==> src/rtl/lppd_pkg.sv <==
`timescale 1ns / 1ps

package lppd_pkg;

    localparam logic [31:0] MAGIC_AT_RESET = 32'h0100_C633;

    // config port: byte addresses, one 32-bit register
    localparam int          ADDR_W     = 3;
    localparam logic [ADDR_W-1:0] ADDR_MAGIC = 3'd0;

    // header is 4 magic bytes then 4 length bytes, little-endian
    localparam logic [2:0]  HDR_LAST   = 3'd7;

    typedef enum logic [1:0] {
        KIND_PAYLOAD   = 2'd0,
        KIND_EMPTY     = 2'd1,
        KIND_BAD_MAGIC = 2'd2
    } t_kind;

    typedef struct packed {
        logic [7:0] data;
        t_kind      kind;
        logic       last;
    } t_result;

endpackage

==> src/rtl/length_prefixed_packet_deframer.sv <==
`timescale 1ns / 1ps

// Byte-stream packet deframer. Each packet is an 8-byte header (32-bit magic,
// then 32-bit payload length, both little-endian) followed by that many
// payload bytes. Header bytes give no output word; each payload byte gives one
// word with o_last on the final byte. A zero length gives one empty-packet
// word, and a magic that differs from the expected_magic register (byte
// address 0, reset 0x0100C633) gives one error word, after which the next byte
// starts a new header. Throughput is one byte per clock while o_stall is low:
// a byte is held in the input register, the parser updates its header/count
// state from it, and the result lands in a two-word output queue, so each word
// passes the input register and then the output queue on its way to o_valid.
// o_stall rises only when the output queue is full and a byte is waiting.
module length_prefixed_packet_deframer (
    input  logic                        i_clk,
    input  logic                        i_rst_n,

    input  logic                        i_valid,
    output logic                        o_stall,
    input  logic [7:0]                  i_in_byte,

    output logic                        o_valid,
    input  logic                        i_stall,
    output logic [7:0]                  o_out_byte,
    output logic [1:0]                  o_kind,
    output logic                        o_last,

    input  logic                        psel,
    input  logic                        penable,
    input  logic                        pwrite,
    input  logic [lppd_pkg::ADDR_W-1:0] paddr,
    input  logic [31:0]                 pwdata,
    output logic [31:0]                 prdata,
    output logic                        pready
);

    logic              r_in_valid;
    logic [7:0]        r_in_byte;
    logic [31:0]       magic;
    logic              q_full;
    logic              step;
    logic              push;
    lppd_pkg::t_result result;
    lppd_pkg::t_result out_word;

    assign o_stall = r_in_valid && q_full;
    assign step    = r_in_valid && !q_full;

    always_ff @(posedge i_clk) begin
        if (!i_rst_n) begin
            r_in_valid <= 1'b0;
        end else if (!o_stall) begin
            r_in_valid <= i_valid;
        end
    end

    always_ff @(posedge i_clk) begin
        if (!o_stall && i_valid) begin
            r_in_byte <= i_in_byte;
        end
    end

    lppd_regs u_regs (
        .i_clk   (i_clk),
        .i_rst_n (i_rst_n),
        .psel    (psel),
        .penable (penable),
        .pwrite  (pwrite),
        .paddr   (paddr),
        .pwdata  (pwdata),
        .prdata  (prdata),
        .pready  (pready),
        .o_magic (magic)
    );

    lppd_parse u_parse (
        .i_clk    (i_clk),
        .i_rst_n  (i_rst_n),
        .i_step   (step),
        .i_byte   (r_in_byte),
        .i_magic  (magic),
        .o_push   (push),
        .o_result (result)
    );

    lppd_outq u_outq (
        .i_clk    (i_clk),
        .i_rst_n  (i_rst_n),
        .i_push   (push),
        .i_result (result),
        .o_full   (q_full),
        .o_valid  (o_valid),
        .i_stall  (i_stall),
        .o_result (out_word)
    );

    assign o_out_byte = out_word.data;
    assign o_kind     = out_word.kind;
    assign o_last     = out_word.last;

endmodule

==> src/rtl/lppd_regs.sv <==
`timescale 1ns / 1ps

module lppd_regs (
    input  logic                        i_clk,
    input  logic                        i_rst_n,
    input  logic                        psel,
    input  logic                        penable,
    input  logic                        pwrite,
    input  logic [lppd_pkg::ADDR_W-1:0] paddr,
    input  logic [31:0]                 pwdata,
    output logic [31:0]                 prdata,
    output logic                        pready,
    output logic [31:0]                 o_magic
);

    logic [31:0] r_magic;
    logic        wr_magic;

    assign wr_magic = psel && penable && pwrite && (paddr == lppd_pkg::ADDR_MAGIC);

    always_ff @(posedge i_clk) begin
        if (!i_rst_n) begin
            r_magic <= lppd_pkg::MAGIC_AT_RESET;
        end else if (wr_magic) begin
            r_magic <= pwdata;
        end
    end

    assign prdata  = (paddr == lppd_pkg::ADDR_MAGIC) ? r_magic : 32'd0;
    assign pready  = 1'b1;
    assign o_magic = r_magic;

endmodule

==> src/rtl/lppd_parse.sv <==
`timescale 1ns / 1ps

module lppd_parse (
    input  logic              i_clk,
    input  logic              i_rst_n,
    input  logic              i_step,
    input  logic [7:0]        i_byte,
    input  logic [31:0]       i_magic,
    output logic              o_push,
    output lppd_pkg::t_result o_result
);

    logic [2:0]  r_hdr_idx,   n_hdr_idx;
    logic [55:0] r_hdr,       n_hdr;     // first seven header bytes
    logic        r_in_payload, n_in_payload;
    logic [31:0] r_remaining, n_remaining;
    logic [31:0] length;

    assign length = {i_byte, r_hdr[55:32]};

    always_comb begin
        n_hdr_idx    = r_hdr_idx;
        n_hdr        = r_hdr;
        n_in_payload = r_in_payload;
        n_remaining  = r_remaining;
        o_push       = 1'b0;
        o_result     = '{data: 8'd0, kind: lppd_pkg::KIND_PAYLOAD, last: 1'b0};
        if (i_step) begin
            if (r_in_payload) begin
                o_push        = 1'b1;
                o_result.data = i_byte;
                o_result.last = (r_remaining <= 32'd1);
                n_remaining   = r_remaining - 32'd1;
                if (o_result.last) begin
                    n_in_payload = 1'b0;
                    n_remaining  = 32'd0;
                    n_hdr_idx    = 3'd0;
                    n_hdr        = '0;
                end
            end else if (r_hdr_idx != lppd_pkg::HDR_LAST) begin
                n_hdr     = r_hdr | ({48'd0, i_byte} << {r_hdr_idx, 3'b000});
                n_hdr_idx = r_hdr_idx + 3'd1;
            end else begin
                // eighth header byte: check magic, then length
                n_hdr_idx     = 3'd0;
                n_hdr         = '0;
                o_push        = 1'b1;
                o_result.last = 1'b1;
                if (r_hdr[31:0] != i_magic) begin
                    o_result.kind = lppd_pkg::KIND_BAD_MAGIC;
                end else if (length == 32'd0) begin
                    o_result.kind = lppd_pkg::KIND_EMPTY;
                end else begin
                    o_push       = 1'b0;
                    n_in_payload = 1'b1;
                    n_remaining  = length;
                end
            end
        end
    end

    always_ff @(posedge i_clk) begin
        if (!i_rst_n) begin
            r_hdr_idx    <= 3'd0;
            r_hdr        <= '0;
            r_in_payload <= 1'b0;
            r_remaining  <= 32'd0;
        end else begin
            r_hdr_idx    <= n_hdr_idx;
            r_hdr        <= n_hdr;
            r_in_payload <= n_in_payload;
            r_remaining  <= n_remaining;
        end
    end

`ifndef SYNTHESIS
    a_payload_idx_zero: assert property (@(posedge i_clk) disable iff (!i_rst_n)
        r_in_payload |-> (r_hdr_idx == 3'd0))
        else $error("header index nonzero during payload");

    a_payload_count: assert property (@(posedge i_clk) disable iff (!i_rst_n)
        r_in_payload |-> (r_remaining != 32'd0))
        else $error("payload active with no bytes remaining");

    a_status_result: assert property (@(posedge i_clk) disable iff (!i_rst_n)
        (o_push && (o_result.kind != lppd_pkg::KIND_PAYLOAD))
            |-> (o_result.last && (o_result.data == 8'd0)))
        else $error("empty or error word malformed");

    a_header_silent: assert property (@(posedge i_clk) disable iff (!i_rst_n)
        (!r_in_payload && (r_hdr_idx != lppd_pkg::HDR_LAST)) |-> !o_push)
        else $error("word emitted mid-header");
`endif

endmodule

==> src/rtl/lppd_outq.sv <==
`timescale 1ns / 1ps

module lppd_outq (
    input  logic              i_clk,
    input  logic              i_rst_n,
    input  logic              i_push,
    input  lppd_pkg::t_result i_result,
    output logic              o_full,
    output logic              o_valid,
    input  logic              i_stall,
    output lppd_pkg::t_result o_result
);

    // e0 is the head shown on the port, e1 the skid slot
    lppd_pkg::t_result r_e0, n_e0, r_e1, n_e1;
    logic              r_v0, n_v0, r_v1, n_v1;
    logic              pop;

    assign pop = r_v0 && !i_stall;

    always_comb begin
        n_e0 = r_e0;
        n_e1 = r_e1;
        n_v0 = r_v0;
        n_v1 = r_v1;
        if (pop) begin
            n_e0 = r_e1;
            n_v0 = r_v1;
            n_v1 = 1'b0;
        end
        if (i_push) begin
            if (!n_v0) begin
                n_e0 = i_result;
                n_v0 = 1'b1;
            end else begin
                n_e1 = i_result;
                n_v1 = 1'b1;
            end
        end
    end

    always_ff @(posedge i_clk) begin
        if (!i_rst_n) begin
            r_v0 <= 1'b0;
            r_v1 <= 1'b0;
        end else begin
            r_v0 <= n_v0;
            r_v1 <= n_v1;
        end
    end

    always_ff @(posedge i_clk) begin
        r_e0 <= n_e0;
        r_e1 <= n_e1;
    end

    assign o_full   = r_v1;
    assign o_valid  = r_v0;
    assign o_result = r_e0;

`ifndef SYNTHESIS
    a_skid_order: assert property (@(posedge i_clk) disable iff (!i_rst_n)
        r_v1 |-> r_v0)
        else $error("skid slot filled with empty head");

    a_no_overflow: assert property (@(posedge i_clk) disable iff (!i_rst_n)
        r_v1 |-> !i_push)
        else $error("push into full queue");
`endif

endmodule
==> config.mk <==
export PLATFORM = sky130hd
export DESIGN_NAME = length_prefixed_packet_deframer
export DESIGN_NICKNAME = d
export VERILOG_FILES = /design/src/rtl/lppd_pkg.sv /design/src/rtl/length_prefixed_packet_deframer.sv /design/src/rtl/lppd_regs.sv /design/src/rtl/lppd_parse.sv /design/src/rtl/lppd_outq.sv
export SDC_FILE = /design/constraint.sdc
export NUM_CORES = 1
export LEC_CHECK = 0
export ABC_AREA = 1
export BUFFER_PORTS_ARGS = -buffer_cell sky130_fd_sc_hd__buf_2
export CELL_PAD_IN_SITES_DETAIL_PLACEMENT = 0
export CELL_PAD_IN_SITES_GLOBAL_PLACEMENT = 1
export CORE_MARGIN = 2
export CORE_UTILIZATION = 42
export DETAILED_ROUTE_END_ITERATION = 7
export PLACE_DENSITY = 0.89
export SETUP_SLACK_MARGIN = 0.15
export SYNTH_ARGS = -nofsm -noshare
export SYNTH_HDL_FRONTEND = slang
export SYNTH_HIERARCHICAL = 1
export SYNTH_SLANG_ARGS = --single-unit
==> constraint.sdc <==
create_clock -name i_clk -period 2.5 [get_ports i_clk]
set_input_delay 0 -clock i_clk [delete_from_list [all_inputs] [get_ports i_clk]]
set_output_delay 0 -clock i_clk [all_outputs]
set_load 0.01 [all_outputs]
==> results.md, run 1 <==
- WS Path Type: reg -> reg
- Share of synthesized area spent on multiplexers: 0%
- Largest family of logic cells by synthesized area: simple AND/OR/NAND/NOR gates
- Synth Area in Compound Gates: a little under 8%
- Vias: 8,034
- Fin crit share: around 84%
- Critical Path Sink Type: register
- Asr flop ratio synth: 0%
- Area leader, netlist: dfxtp_1
- Gr ovfl total: 0
- Commonest cells after routing, fill and taps aside: nand2_1 (347), nor2_1 (236), inv_1 (171), dfxtp_1 (138), buf_2 (94)
- Place WS: 0.3635 ns
- Post-synthesis sequential area ratio: 39.14%
- RSZ-0062 raised after global routing: false
- Syn nets: 1,335
- Final number of hold-violating endpoints: 0
- Global-route wire length before repair: approximately 37,000 um
- Synth top area share: roughly a third
- Simple-Gate Fraction of Synth Area: 36.47%
- CTS buffer count: 17
- Final WL: 22,210 um
- Hold crit path type: in -> reg
- Synth Area in Adders: 0.5877%
- Initial Utilization: 42.50%
- Syn Std Cell Area: 8516 um2
- Routed Antenna Nets: 0
- Rows: 52
- Average vias per placed instance: 4.720
- Fin Clk Skew: roughly 0.0086 ns
- Syn_area_per_cell: 6.648 um2
- Die W: 146.4 um
- Fraction of layout cells with a size suffix above 1: 14.87%
- Worst Path Max Fanout: 15
- Synth cell types: 36
- Setup Viol. Count Final: 0
- PortBufs: 94
- Worst slew pin tran: 0.8700 ns
- Drc violations: 0
- Min cycle time layout: between 2 and 2.5 ns
- H-tree levels: 4
- Fin worst setup slack: 0.3934 ns
- Post-synth EDFFs: 19
- Number of max-slew violations in the final report: 0
- Synth Area in XOR/XNOR: 4.011%
- Outcome: finished, final reports clean
- Total power: 5.969 mW
- Final Instance Count excl. Fillers: 1,702
- Via count of the first global-routing pass: 7,614
- Layout area overhead: 21.95%
- Final Net Count: 1,473
- Pin count of the biggest net entering global routing: 57
- FF+latch count, synth: roughly 160
- Setup TNS: 0 ns
- ANT cells: 0
- Clock Sinks: 157
- Clock slew seen by the registers of the worst setup and hold paths: approximately 0.06 ns
- Pwr dens: between 500 and 600 nW/um2
- Most common cell after layout, fill and taps aside: nand2_1
- Post-placement cell count: approximately 1,600
- DR pass1 iterations: 7
- Maximum buffer depth of the clock tree: 2
- Max cap viols: 0
- Leak pwr: 5.044 nW
- Initial antenna violation count: 0
- Die Area: about 21,000 um2
- Max Fclk: 474.7 MHz
- CTS tree: yes
- Normalized max-slew margin: 41.94%
- Fillers: 2,045
- RD Place Congestion: 0.8875
- First DRT Iteration DRCs: 583
- Root buf cell: clkbuf_16
- Yosys warnings: 6
- Boundary pin count: 96
- Top post-synthesis cells by area: dfxtp_1 (32%), nand2_1 (15%), nor2_1 (10%)
- Critical Path RT: 2.86 ns
- Top FF cell, synth: dfxtp_1
- Clk_lat worst skew: 0.42 ns
- Core Box Area: 20,040 um2
- Post-detailed-route wirelength per cell: 13.05 um
- Worst Path Arrival: 2.47 ns
- Synthesized instance count: 1,281
- Peak VDD IR: 0.4351 mV
- CP Launch Type: register
- Hpwl dp: 15,900 um
- Total GRT Usage: 21.19%
- Die height: roughly 150 um
## kinds of logic (layout without fill, tap and decap cells)
group / Yosys count / after routing
XOR/XNOR: 39 / 39
other: 1 / 1
AO/OA/AOI/OAI: 108 / 108
buffers and inverters: 233 / 384
adder cells (fa/ha/maj): 4 / 4
AND/OR/NAND/NOR: 739 / 739
flip-flops: 157 / 157
## final cells by class
| class | instances | area (um2) | share of cell area [%] |
|---|---|---|---|
| multi-input combinational | 891 | 4177 | 40.22 |
| sequential | 157 | 3333 | 32.10 |
| timing repair buffer | 173 | 1256 | 12.10 |
| inverter | 179 | 673.1 | 6.482 |
| clock buffer | 20 | 446.7 | 4.301 |
| tap | 270 | 337.8 | 3.253 |
| clock inverter | 12 | 161.4 | 1.554 |
## critical path: stages, from the launching register on
cell	delay, ns
dfxtp_1	0.32
inv_1	0.12
ha_1	0.24
nor2_1	0.07
nor2_1	0.09
nand2_1	0.07
nor2_2	0.14
nand2_4	0.08
nand2_4	0.18
nand2_4	0.19
buf_4	0.24
nor2_4	0.10
nand2_1	0.08
a21oi_2	0.11
## power breakdown
part           switching [mW]  internal (mW)
combinational           0.381          0.256
sequential             0.0479           2.61
clock                    1.07           1.61
## flip-flops by register name, indices dropped and copies added (netlist names)
signal and cells:
u_parse/r_in_payload 1, u_outq/o_valid 1, u_parse/r_hdr 56, u_parse/r_remaining 32
r_in_byte 8, u_regs/o_magic 32, u_outq/o_result 11, r_in_valid 1
u_outq/r_e1 11, u_outq/o_full 1, u_parse/r_hdr_idx 3
## Yosys cell counts, types with 13 or more instances
library cell	count
clkbuf_1	14
dfxtp_1	138
inv_1	171
nor2_1	236
o21ai_0	21
xnor2_1	23
buf_2	17
a21oi_1	53
xor2_1	16
a21oi_2	13
nor3_1	17
nand2_1	347
edfxtp_1	19
nand3_1	93
## path summary, 6_finish.rpt
check	start	end	slack [ns]	cells after the start
worst max register to register	u_parse/r_remaining[0]	u_parse/r_hdr[17]	0.39	13
worst max-delay path	u_parse/r_remaining[0]	u_parse/r_hdr[17]	0.39	13
worst min-delay path	i_rst_n	u_outq/o_valid	0.01	3
worst min register to register	u_parse/r_hdr[12]	u_parse/r_hdr[12]	0.47	2
## through the flow
step	instance area (um2)	util (%)	hold WS, ns
global placement	9211	45.97	0.1779
global route	10390	51.82	0.02250
floorplan	8516	-	0.09887
detailed placement	9211	45.97	0.1783
CTS	10340	51.60	0.002573
finish	10390	51.82	0.01322
## what timing repair did
item                                   in CTS  in global routing
hold buffers                               52                  0
gates resized for setup                     0                  1
setup buffers                               0                  2
setup endpoints to repair                   0                 14
endpoints found under the hold margin      41                  0
## per-layer routing
layer	track usage (%)	vias up	wire length (um)
met5	0	-	0
met4	7.039	0	480
met3	4.563	39	1086
met2	35.28	207	10230
met1	27.43	3578	10410
li1	-	4210	-
(Power assumes the default switching activity.)
==> inputs of run 2 (changes only) <==
==> constraint.sdc (replaced) <==
create_clock -name i_clk -period 2.1 [get_ports i_clk]
set_input_delay 0 -clock i_clk [delete_from_list [all_inputs] [get_ports i_clk]]
set_output_delay 0 -clock i_clk [all_outputs]
set_load 0.01 [all_outputs]
==> results.md, run 2 (synthesized netlist as in run 1, its figures left out) <==
- Largest register FFs: 56 (unchanged)
- Worst Path Max Fanout: 3 (was 15)
- Peak VDD IR: 0.4926 mV (was 0.4351 mV)
- Total power: 6.947 mW (was 5.969 mW)
- Post-detailed-route wirelength per cell: 13.44 um (was 13.05 um)
- DR top layer: met4 (unchanged)
- Global-route wire length before repair: 37,410 um (was 37,140 um)
- Hpwl dp: 16,710 um (was 15,900 um)
- WS Path Type: reg -> reg (unchanged)
- Commonest cells after routing, fill and taps aside: nand2_1 (345), nor2_1 (227), inv_1 (166), dfxtp_1 (121), buf_2 (94) (was nand2_1 (347), nor2_1 (236), inv_1 (171), dfxtp_1 (138), buf_2 (94))
- CP Launch Type: register (unchanged)
- Drc violations: 0 (unchanged)
- CTS tree: yes (unchanged)
- Pin count of the biggest net entering global routing: 35 (was 57)
- Die W: 146.4 um (unchanged)
- Final number of hold-violating endpoints: 0 (unchanged)
- Die height: 146.4 um (unchanged)
- Total GRT Usage: 21.37% (was 21.19%)
- Setup Viol. Count Final: 0 (unchanged)
- Most common cell after layout, fill and taps aside: nand2_1 (unchanged)
- Min cycle time layout: 1.904 ns (was 2.107 ns)
- Final Instance Count excl. Fillers: 1,724 (was 1,702)
- Clock slew seen by the registers of the worst setup and hold paths: 0.07 ns (was 0.06 ns)
- Rows: 52 (unchanged)
- Critical Path RT: 2.47 ns (was 2.86 ns)
- Register area: 3354 um2 (was 3333 um2)
- Post-placement cell count: 1,633 (was 1,616)
- Vias: 8,140 (was 8,034)
- Gr ovfl total: 0 (unchanged)
- DR pass1 iterations: 5 (was 7)
- Final WL: 23,170 um (was 22,210 um)
- Met3 WL post-DR: 985 um (was 1086 um)
- Hold crit path type: in -> reg (unchanged)
- Layout area overhead: 25.58% (was 21.95%)
- Core Box Area: 20,040 um2 (unchanged)
- Worst hold start: i_rst_n (unchanged)
- Average vias per placed instance: 4.722 (was 4.720)
- Worst Setup SP: r_in_byte[7] (was u_parse/r_remaining[0])
- Fin crit share: 90.65% (was 84.26%)
- Max cap viols: 0 (unchanged)
- Outcome: finished, final reports clean (unchanged)
- Clk_lat worst skew: 0.43 ns (was 0.42 ns)
- Fin Clk Skew: 0.01747 ns (was 0.008622 ns)
- Normalized max-slew margin: 50.90% (was 41.94%)
- Critical Path Sink Type: register (unchanged)
- Fraction of layout cells with a size suffix above 1: 18.91% (was 14.87%)
- Final Net Count: 1,495 (was 1,473)
- RD Place Congestion: 0.9177 (was 0.8875)
- Initial antenna violation count: 0 (unchanged)
- PortBufs: 94 (unchanged)
- Met2 wire length: 11,160 um (was 10,230 um)
- Routed Antenna Nets: 0 (unchanged)
- Clock Sinks: 157 (unchanged)
- Initial Utilization: 42.50% (unchanged)
- Setup TNS: 0 ns (unchanged)
- Worst slew pin tran: 0.7347 ns (was 0.8700 ns)
- Die Area: 21,430 um2 (unchanged)
- Root buf cell: clkbuf_16 (unchanged)
- RSZ-0062 raised after global routing: true (was false)
- Area taken by multi-input logic gates: 4293 um2 (was 4177 um2)
- Boundary pin count: 96 (unchanged)
- CTS buffer count: 17 (unchanged)
- Number of max-slew violations in the final report: 0 (unchanged)
- ANT cells: 0 (unchanged)
- Leak pwr: 5.194 nW (was 5.044 nW)
- Fillers: 2,028 (was 2,045)
- Via count of the first global-routing pass: 7,717 (was 7,614)
- Worst Path Arrival: 2.27 ns (was 2.47 ns)
- First DRT Iteration DRCs: 627 (was 583)
- Top reg by flops: u_parse/r_hdr (unchanged)
- Maximum buffer depth of the clock tree: 2 (unchanged)
- Wire length on met1: 10,730 um (was 10,410 um)
- H-tree levels: 4 (unchanged)
- Pwr dens: 649.7 nW/um2 (was 574.8 nW/um2)
- R2r startpoint: r_in_byte[7] (was u_parse/r_remaining[0])
- Max Fclk: 525.3 MHz (was 474.7 MHz)
==> run 2: cell count changes in the layout (fill, tap and decap cells not counted), moves of 6 or more <==
cell	before	now
dfxtp_2	0	17
dfxtp_1	138	121
inv_8	0	6
buf_4	22	38
nor2_1	236	227
==> run 2: through the flow <==
step                util [%]  hold slack, ns  instance area, um2  setup WS (ns)
floorplan                  -         0.09887                8516         0.1895
global placement       46.79          0.1795                9376         0.1008
detailed placement     46.79          0.1781                9376       0.008218
CTS                    52.32        0.003052               10490         0.1525
global route           53.37         0.01848               10690         0.1104
finish                 53.37        0.002428               10690         0.1964
==> run 2: final timing paths <==
check | endpoint | slack (ns) | cells past startpoint
max | u_outq/o_result[1] | 0.20 | 11
min | u_regs/o_magic[14] | 0.002 | 2
max reg2reg | u_outq/o_result[1] | 0.20 | 11
min reg2reg | u_parse/r_hdr[11] | 0.47 | 2
==> run 2: metal layers <==
metal	up-vias	global-route usage, %
li1	4252	-
met5	-	0
met4	0	5.874
met1	3627	27.36
met2	239	37.38
met3	22	3.500
==> run 2: area by class of cell <==
type                       count  share of cell area [%]
multi-input combinational    891                   40.14
sequential                   157                   31.37
timing repair buffer         195                   13.78
inverter                     179                   6.295
clock buffer                  17                   3.978
tap                          270                   3.159
clock inverter                15                   1.275
==> run 2: timing repair <==
| action | in CTS | in global routing |
|---|---|---|
| hold buffers | 53 | 0 |
| pin swaps | 0 | 9 |
| buffers inserted | 0 | 5 |
| resized for setup | 6 | 46 |
| gates cloned | 0 | 1 |
| endpoints found under the setup margin | 22 | 109 |
| hold endpoints to repair | 41 | 0 |
==> run 2: where the power goes <==
| part | internal (mW) | switching (mW) |
|---|---|---|
| Clock | 1.58 | 1.41 |
| Combinational | 0.327 | 0.473 |
| Sequential | 3.11 | 0.0501 |
| Total | 5.01 | 1.93 |
==> run 2: worst max-delay path, stage by stage (launching register included) <==
cell,delay (ns)
edfxtp_1,0.45
inv_2,0.13
nand4_1,0.11
nor2_1,0.11
nand2_1,0.12
nor2_4,0.17
buf_4,0.16
nand2_1,0.05
nor3_1,0.20
buf_4,0.16
nand3_1,0.09
nand2_1,0.08
==> inputs of run 3 (changes only) <==
--- a/config.mk
+++ b/config.mk
@@ -12,7 +12,7 @@
 export CORE_MARGIN = 2
 export CORE_UTILIZATION = 42
 export DETAILED_ROUTE_END_ITERATION = 7
-export PLACE_DENSITY = 0.89
+export PLACE_DENSITY_LB_ADDON = 0.1
 export SETUP_SLACK_MARGIN = 0.15
 export SYNTH_ARGS = -nofsm -noshare
 export SYNTH_HDL_FRONTEND = slang
==> results.md, run 3 (synthesized netlist as in run 1, its figures left out) <==
- Root buf cell: clkbuf_16 (unchanged)
- Cells on Worst Hold Path: 6 (was 2)
- Total power: 7.210 mW (was 6.947 mW)
- H-tree levels: 4 (unchanged)
- Die height: 146.4 um (unchanged)
- Setup TNS: 0 ns (unchanged)
- Rows: 52 (unchanged)
- Layout area overhead: 29.36% (was 25.58%)
- Critical Path RT: 2.25 ns (was 2.47 ns)
- Total GRT Usage: 22.26% (was 21.37%)
- Min cycle time layout: 1.854 ns (was 1.904 ns)
- Register area: 3351 um2 (was 3354 um2)
- Fin Clk Skew: 0.01700 ns (was 0.01747 ns)
- Worst slew pin tran: 0.7502 ns (was 0.7347 ns)
- Fillers: 2,062 (was 2,028)
- Max cap viols: 0 (unchanged)
- Clock slew seen by the registers of the worst setup and hold paths: 0.07 ns (about the same)
- RD Place Congestion: 0.8569 (was 0.9177)
- Critical Path Sink Type: register (unchanged)
- Leak pwr: 5.302 nW (was 5.194 nW)
- Global-route wire length before repair: 38,340 um (was 37,410 um)
- Hold crit path type: in -> reg (unchanged)
- Hpwl dp: 17,420 um (was 16,710 um)
- Outcome: finished, final reports clean (unchanged)
- Average vias per placed instance: 4.711 (was 4.722)
- Maximum buffer depth of the clock tree: 2 (unchanged)
- Core Box Area: 20,040 um2 (unchanged)
- RSZ-0062 raised after global routing: true (unchanged)
- Worst Path Arrival: 2.00 ns (was 2.27 ns)
- Routed Antenna Nets: 0 (unchanged)
- Cell count of the worst reg-to-reg path: 11 (unchanged)
- DR pass1 iterations: 5 (unchanged)
- Clk_lat worst skew: 0.43 ns (about the same)
- PortBufs: 94 (unchanged)
- Gr ovfl total: 0 (unchanged)
- Largest register FFs: 56 (unchanged)
- Final Net Count: 1,511 (was 1,495)
- Fin crit share: 88.28% (was 90.65%)
- Peak VDD IR: 0.4678 mV (was 0.4926 mV)
- CTS buffer count: 17 (unchanged)
- Normalized max-slew margin: 49.87% (was 50.90%)
- Fraction of layout cells with a size suffix above 1: 19.86% (was 18.91%)
- Setup Viol. Count Final: 0 (unchanged)
- Number of max-slew violations in the final report: 0 (unchanged)
- Area taken by multi-input logic gates: 4372 um2 (was 4293 um2)
- Via count of the first global-routing pass: 7,716 (was 7,717)
- Max Fclk: 539.4 MHz (was 525.3 MHz)
- Boundary pin count: 96 (unchanged)
- Clock Sinks: 157 (unchanged)
- Worst Path Max Fanout: 6 (was 3)
- Top reg by flops: u_parse/r_hdr (unchanged)
- Pwr dens: 654.5 nW/um2 (was 649.7 nW/um2)
- Die W: 146.4 um (unchanged)
- Vias: 8,198 (was 8,140)
- Final number of hold-violating endpoints: 0 (unchanged)
- Commonest cells after routing, fill and taps aside: nand2_1 (342), nor2_1 (225), inv_1 (166), dfxtp_1 (126), buf_2 (94) (was nand2_1 (345), nor2_1 (227), inv_1 (166), dfxtp_1 (121), buf_2 (94))
- Die Area: 21,430 um2 (unchanged)
- Initial antenna violation count: 0 (unchanged)
- Drc violations: 0 (unchanged)
- WS Path Type: reg -> reg (unchanged)
- First DRT Iteration DRCs: 464 (was 627)
- CTS tree: yes (unchanged)
- Final WL: 24,320 um (was 23,170 um)
- Pin count of the biggest net entering global routing: 34 (was 35)
- CP Launch Type: register (unchanged)
- Initial Utilization: 42.50% (unchanged)
- Most common cell after layout, fill and taps aside: nand2_1 (unchanged)
- Post-detailed-route wirelength per cell: 13.98 um (was 13.44 um)
- ANT cells: 0 (unchanged)
-- run 3: report_power, final --
| part | switching [mW] | total [mW] | internal, mW | leakage (nW) |
|---|---|---|---|---|
| logic | 0.494 | 0.842 | 0.348 | 3.69 |
| clock network | 1.30 | 3.21 | 1.91 | 0.297 |
| registers | 0.0488 | 3.15 | 3.11 | 1.32 |
-- run 3: worst paths after layout --
| check | end | from | slack (ns) |
|---|---|---|---|
| hold reg to reg | u_parse/r_hdr[12] | u_parse/r_hdr[12] | 0.47 |
| setup reg to reg | u_outq/r_e1[0] | u_regs/o_magic[5] | 0.25 |
| setup / recovery | u_outq/r_e1[0] | u_regs/o_magic[5] | 0.25 |
| hold / removal | u_outq/o_result[9] | i_stall | 0.03 |
-- run 3: critical path, stage by stage, from the launching register on --
cell        delay [ns]
dfxtp_1           0.39
nand2_1           0.07
nand2_1           0.06
nand2_1           0.05
nor2_1            0.11
nand2_1           0.08
nor2_2            0.20
nand2_4           0.09
o31ai_4           0.18
inv_2             0.08
nand3_4           0.10
clkinvlp_4        0.17
-- run 3: area by class of cell --
type,instances,share of cell area (%)
multi-input cells,891,39.69
repair inverters,1,0.06815
clock buffers,22,4.418
well taps,270,3.067
flip-flops and latches,157,30.42
clock inverters,10,1.159
inverters,179,6.168
repair buffers,210,15.02
-- run 3: stage by stage --
stage	setup WS, ns	instances	hold WS (ns)	instance area, um2	util, %
floorplan	0.1895	1281	0.09887	8516	-
global placement	0.08538	1643	0.1795	9464	47.23
detailed placement	0.04722	1643	0.1792	9464	47.23
CTS	0.1597	1731	0.01979	10680	53.32
global route	0.09870	1740	0.05905	11020	54.97
finish	0.2462	1740	0.02718	11020	54.97
-- run 3: metal layers --
| metal | GRT usage (%) | routed length (um) | vias up |
|---|---|---|---|
| met5 | 0 | 0 | - |
| met4 | 8.107 | 608 | 0 |
| met3 | 3.406 | 825 | 30 |
| met2 | 36.96 | 11300 | 180 |
| met1 | 29.50 | 11590 | 3695 |
| li1 | - | - | 4293 |
-- run 3: repair_timing --
action                                  4_1_cts  5_1_grt
endpoints found under the setup margin       27      114
resized for setup                            13       57
hold buffers                                 52        0
hold endpoints to repair                     41        0
setup buffers                                 3        3
gates cloned                                  1        6
pin swaps                                     1       15
